--- config.mk ---
export PLATFORM = sky130hd
export DESIGN_NAME = efog_cordic
export DESIGN_NICKNAME = d
export VERILOG_FILES = /design/src/sv/efog_pkg.sv /design/src/sv/efog_cordic.sv
export SDC_FILE = /design/constraint.sdc
export NUM_CORES = 2
export LEC_CHECK = 0
export BUFFER_PORTS_ARGS = -buffer_cell sky130_fd_sc_hd__clkbuf_2
export CORE_MARGIN = 3
export CORE_UTILIZATION = 55
export DETAILED_ROUTE_END_ITERATION = 10
export PLACE_DENSITY_LB_ADDON = 0.2
export SLEW_MARGIN = 30
export SYNTH_ARGS = -nofsm -noshare
export SYNTH_HDL_FRONTEND = slang
export SYNTH_SLANG_ARGS = --single-unit
--- constraint.sdc ---
create_clock -name clk -period 6.6 [get_ports clk]
set_clock_uncertainty 0.15 [all_clocks]
set_input_delay 0.66 -clock clk [delete_from_list [all_inputs] [get_ports clk]]
set_output_delay 0.66 -clock clk [all_outputs]
set_load 0.02 [all_outputs]
--- src/sv/efog_pkg.sv ---
// Shared constants, codes and functions for the ego frame offset goal generator.
// No dependencies; used by efog_cordic and the top level.
package efog_pkg;

	localparam int CORDIC_STEPS = 15;
	localparam int CORDIC_LAT   = CORDIC_STEPS + 2;
	localparam int XW           = 34;
	localparam int ZW           = 18;
	localparam int TW           = 31;
	localparam logic signed [XW-1:0] CORDIC_GAIN = 34'sd652032874;
	localparam logic signed [XW-1:0] TRIG_ONE    = 34'sd536870912;

	localparam logic REG_PATH_COUNT      = 1'b0;
	localparam logic REG_LATERAL_SPACING = 1'b1;

	localparam logic [4:0]  PATH_COUNT_RESET = 5'd7;
	localparam logic [20:0] SPACING_RESET    = 21'd65536;

	function automatic logic signed [ZW-1:0] atan_unit(input int k);
		logic signed [ZW-1:0] r;
		unique case (k)
			0:  r = 18'sd8192;
			1:  r = 18'sd4836;
			2:  r = 18'sd2555;
			3:  r = 18'sd1297;
			4:  r = 18'sd651;
			5:  r = 18'sd326;
			6:  r = 18'sd163;
			7:  r = 18'sd81;
			8:  r = 18'sd41;
			9:  r = 18'sd20;
			10: r = 18'sd10;
			11: r = 18'sd5;
			12: r = 18'sd3;
			default: r = 18'sd1;
		endcase
		return r;
	endfunction

endpackage

--- src/sv/efog_cordic.sv ---
// Pipelined sine and cosine of a 16-bit binary angle, one CORDIC step per stage.
// Depends on efog_pkg; every stage register advances only while en is high.
module efog_cordic (
	input  logic                              clk,
	input  logic                              en,
	input  logic [15:0]                       angle,
	output logic signed [efog_pkg::TW-1:0]    cos_o,
	output logic signed [efog_pkg::TW-1:0]    sin_o
);

	localparam int N  = efog_pkg::CORDIC_STEPS;
	localparam int XW = efog_pkg::XW;
	localparam int ZW = efog_pkg::ZW;

	logic signed [XW-1:0] x_q [0:N];
	logic signed [XW-1:0] y_q [0:N];
	logic signed [ZW-1:0] z_q [0:N];
	logic                 f_q [0:N];

	logic [15:0] a_sum, a_fold;
	logic        flip;

	assign a_sum  = angle + 16'h4000;
	assign flip   = a_sum[15];
	assign a_fold = flip ? (angle ^ 16'h8000) : angle;

	always_ff @(posedge clk) begin
		if (en) begin
			x_q[0] <= efog_pkg::CORDIC_GAIN;
			y_q[0] <= '0;
			z_q[0] <= ZW'($signed(a_fold));
			f_q[0] <= flip;
		end
	end

	for (genvar k = 0; k < N; k++) begin : g_step
		logic signed [XW-1:0] xs, ys;
		assign xs = y_q[k] >>> k;
		assign ys = x_q[k] >>> k;
		always_ff @(posedge clk) begin
			if (en) begin
				if (!z_q[k][ZW-1]) begin
					x_q[k+1] <= x_q[k] - xs;
					y_q[k+1] <= y_q[k] + ys;
					z_q[k+1] <= z_q[k] - efog_pkg::atan_unit(k);
				end else begin
					x_q[k+1] <= x_q[k] + xs;
					y_q[k+1] <= y_q[k] - ys;
					z_q[k+1] <= z_q[k] + efog_pkg::atan_unit(k);
				end
				f_q[k+1] <= f_q[k];
			end
		end
	end

	function automatic logic signed [XW-1:0] fin(input logic signed [XW-1:0] v,
			input logic fl);
		logic signed [XW-1:0] r;
		r = (v + XW'(1)) >>> 1;
		if (r > efog_pkg::TRIG_ONE)
			r = efog_pkg::TRIG_ONE;
		else if (r < -efog_pkg::TRIG_ONE)
			r = -efog_pkg::TRIG_ONE;
		return fl ? -r : r;
	endfunction

	logic signed [XW-1:0] c_full, s_full;
	assign c_full = fin(x_q[N], f_q[N]);
	assign s_full = fin(y_q[N], f_q[N]);

	always_ff @(posedge clk) begin
		if (en) begin
			cos_o <= c_full[efog_pkg::TW-1:0];
			sin_o <= s_full[efog_pkg::TW-1:0];
		end
	end

endmodule

==> impl_metrics.yaml <==
worst_setup_path:
  critPathKind: "flop to flop"
  start_kind: "flop"
  cp_top_family: "simple AND/OR/NAND/NOR gates"
  critPathBufInv: 2
  crit_required_ns: 6.98
  timing.rr.start: "y_q[13][18]"
  worstPathCellList: "nor4_1, and2_1, nor4bb_1, nor3b_1, buf_4, a21oi_1, xor2_1, ha_1, a21o_1, a21oi_1, or3b_2, a311oi_1, buf_4, o21ai_0, nand4_1, a21oi_1, o41ai_1, o21ai_0, mux2i_1, nand2_1"
  reg2reg_depth: 20
  r2r_end: "x_q[1][236]"
  worstPathArrival_ns: 6.10
  crit_path_top_delay_cell: "edfxtp_1"
  crit_fanout: 4
  crit_top_cell: "a21oi_1"
  cpPeakStageDelay_ns: 0.51
  reg2reg_slack_ns: 0.88
  worstSetupEndpointType: "flop"
floorplanning:
  die_area_mm2: 0.196
  die_h_um: 442
  rows: 159
  die_w_um: 442
  initial_core_util_pct: 55.6
  io_pins: 80
  core_area_mm2: 0.188
detailed_routing:
  vias_per_cell: 6.10
  drt_iter0_drc: 6275
  drtPass1Iterations: 8
  finalWirelength_mm: 276
  drc_errors: 0
  detail-route-antenna-nets: 0
  wl_per_cell_um: 20.3
  vias: 83000
synth:
  synthDominantCellAreaShare_pct: 36.0
  synth_flop_cell: "edfxtp_1"
  synth_cell_types: 100
  synth_edf_count: 1256
  synth_nets: 12000
  postSynth.asyncResetShare_pct: 0
  netlist_area_mm2: 0.105
  ys_seq_area_share_pct: 36.0
  ys_seq_elements: 1256
  yosys_warnings: 0
  syn_inst: 10900
  yosys-top-cells-area: "edfxtp_1, ha_1, xnor2_1"
  synth_top_area_cell: "edfxtp_1"
  postSynthAreaPerCell_um2: 9.62
timing:
  setup_tns_ns: 0
  min_period_ns: 5.72
  period_share_pct: 86.7
  setup_ws_ns: 0.879
  rsz0062_at_grt: "no"
  finalHoldViolCount: 0
  max_freq_mhz: 175
  setup_violations: 0
  worst-slew-pin-transition_ns: 0.991
  slew_violations: 0
  slew_headroom_pct: 33.3
hold_path:
  hold_depth: 1
  holdCritPathClass: "input pin to flop"
  min_to: "z_q[2][30]"
  hold_start: "en"
finish:
  fill_cells: 15900
  drive_gt1_share_pct: 4.88
  final_cell_mix: "edfxtp_1, xnor2_1, ha_1, a21oi_1, nor2_1"
  nets: 12200
  syn_to_final_growth_pct: 7.86
  layout_commonest_cell: "edfxtp_1"
clocking:
  clk_latency_ns: 0.81
  htree_levels: 4
  cts.sinks: 1256
  post_cts_resized: 0
  cts_tree: "yes"
  post_cts_buffers: 0
  clock_path_buffers: 3
  cts_buffers: 144
  clkTransAtPathRegs_ns: 0.06
  root_buffer: "clkbuf_16"
global_route:
  grt-ovfl-total: 0
  grt_use_total_pct: 27.5
  grt_antenna_before_repair: 2
  grt_pass1_wl_mm: 436
  grt_pass1_vias: 80000
  grt_max_degree: 138
placed_design:
  io_buffers: 79
  pre_cts_slack_ns: 0.880
  place_congestion: 0.951
  hpwl_mm: 220
status:
  status: "complete, no violations"
run:
  max_cap_violations: 0
==> metrics by stage <==
step | instance area, um2 | hold WS [ns] | utilization (%) | cells
2_1_floorplan | 105000 | 0.250 | - | 10900
3_3_place_gp | 108000 | 0.252 | 57.3 | 13300
3_5_place_dp | 108000 | 0.255 | 57.3 | 13300
4_1_cts | 113000 | 0.0636 | 59.9 | 13600
5_1_grt | 113000 | 0.101 | 59.9 | 13600
6_report | 113000 | 0.135 | 59.9 | 13600
==> final cells by class <==
class | count | area (um2) | share of cell area, %
multi-input combinational | 8985 | 64500 | 57.1
sequential | 1256 | 37700 | 33.4
clock buffer | 174 | 3760 | 3.33
tap | 2495 | 3120 | 2.77
inverter | 441 | 1660 | 1.47
timing repair buffer | 178 | 1230 | 1.09
clock inverter | 85 | 906 | 0.802
antenna | 1 | 2.50 | 0.00222
==> routing by layer <==
layer  track usage (%)  share of wire (%)  vias to the layer above
li1                  -                  -                    40600
met1              34.2                 42                    39700
met2              48.4                 49                     2159
met3              3.08                4.5                      540
met4              11.7                4.4                        2
met5                 0             0.0040                        -
==> what timing repair did <==
action / in CTS / in global routing
endpoints found under the setup margin: 0 / 0
hold endpoints to repair: 17 / 0
hold buffers: 16 / 0
==> flip-flops by register name, indices dropped and copies added (netlist names) <==
register / flops
y_q: 477
x_q: 450
z_q: 251
cos_o: 31
sin_o: 31
f_q: 16
==> cell usage after synthesis (113+ instances only) <==
| library cell | number |
|---|---|
| inv_1 | 433 |
| nor2b_1 | 132 |
| and3_1 | 113 |
| a21o_1 | 400 |
| nor2_1 | 918 |
| nor3_1 | 292 |
| nand2b_1 | 184 |
| a21oi_1 | 1032 |
| o21ai_0 | 605 |
| ha_1 | 1095 |
| o31ai_1 | 127 |
| xnor2_1 | 1149 |
| nand3_1 | 216 |
| clkbuf_1 | 147 |
| edfxtp_1 | 1256 |
| nand2_1 | 600 |
| xor2_1 | 540 |
| o21a_1 | 144 |
| o21bai_1 | 155 |
==> cells by family after synthesis <==
| family | Yosys count | share of synthesized area, % |
|---|---|---|
| flip-flops | 1256 | 36.0 |
| buffers and inverters | 642 | 2.36 |
| adder cells (fa/ha/maj) | 1136 | 13.9 |
| AO/OA/AOI/OAI | 3130 | 19.0 |
| multiplexers | 83 | 0.832 |
| AND/OR/NAND/NOR | 2947 | 13.8 |
| XOR/XNOR | 1689 | 14.1 |
==> worst max path at each step <==
stage / startpoint / end / slack (ns) / cells past startpoint
finish: y_q[13][18] / x_q[1][236] / 0.88 / 20
detailed placement: en / y_q[3][32] / 0.88 / 16
floorplan: en / x_q[1][202] / 1.31 / 18
global placement: en / y_q[15][32] / 0.93 / 19
global route: y_q[13][18] / x_q[1][236] / 0.46 / 20
CTS: y_q[13][18] / x_q[1][236] / 0.93 / 20
==> worst register-to-register path, delay by kind of cell, from the launching register on <==
| kind | cells | cell delay [ns] |
|---|---|---|
| muxes | 1 | 0.19 |
| AOI/OAI and AO/OA | 8 | 1.66 |
| buffers and inverters | 2 | 0.35 |
| DFF | 1 | 0.51 |
| and+or+nand+nor | 7 | 2.08 |
| xor gates and xnor gates | 1 | 0.17 |
| adders and majority gates | 1 | 0.34 |
Power is left out: the tool's default activity adds up to more than one toggle a clock period on the data nets, which glitch-free logic cannot reach.
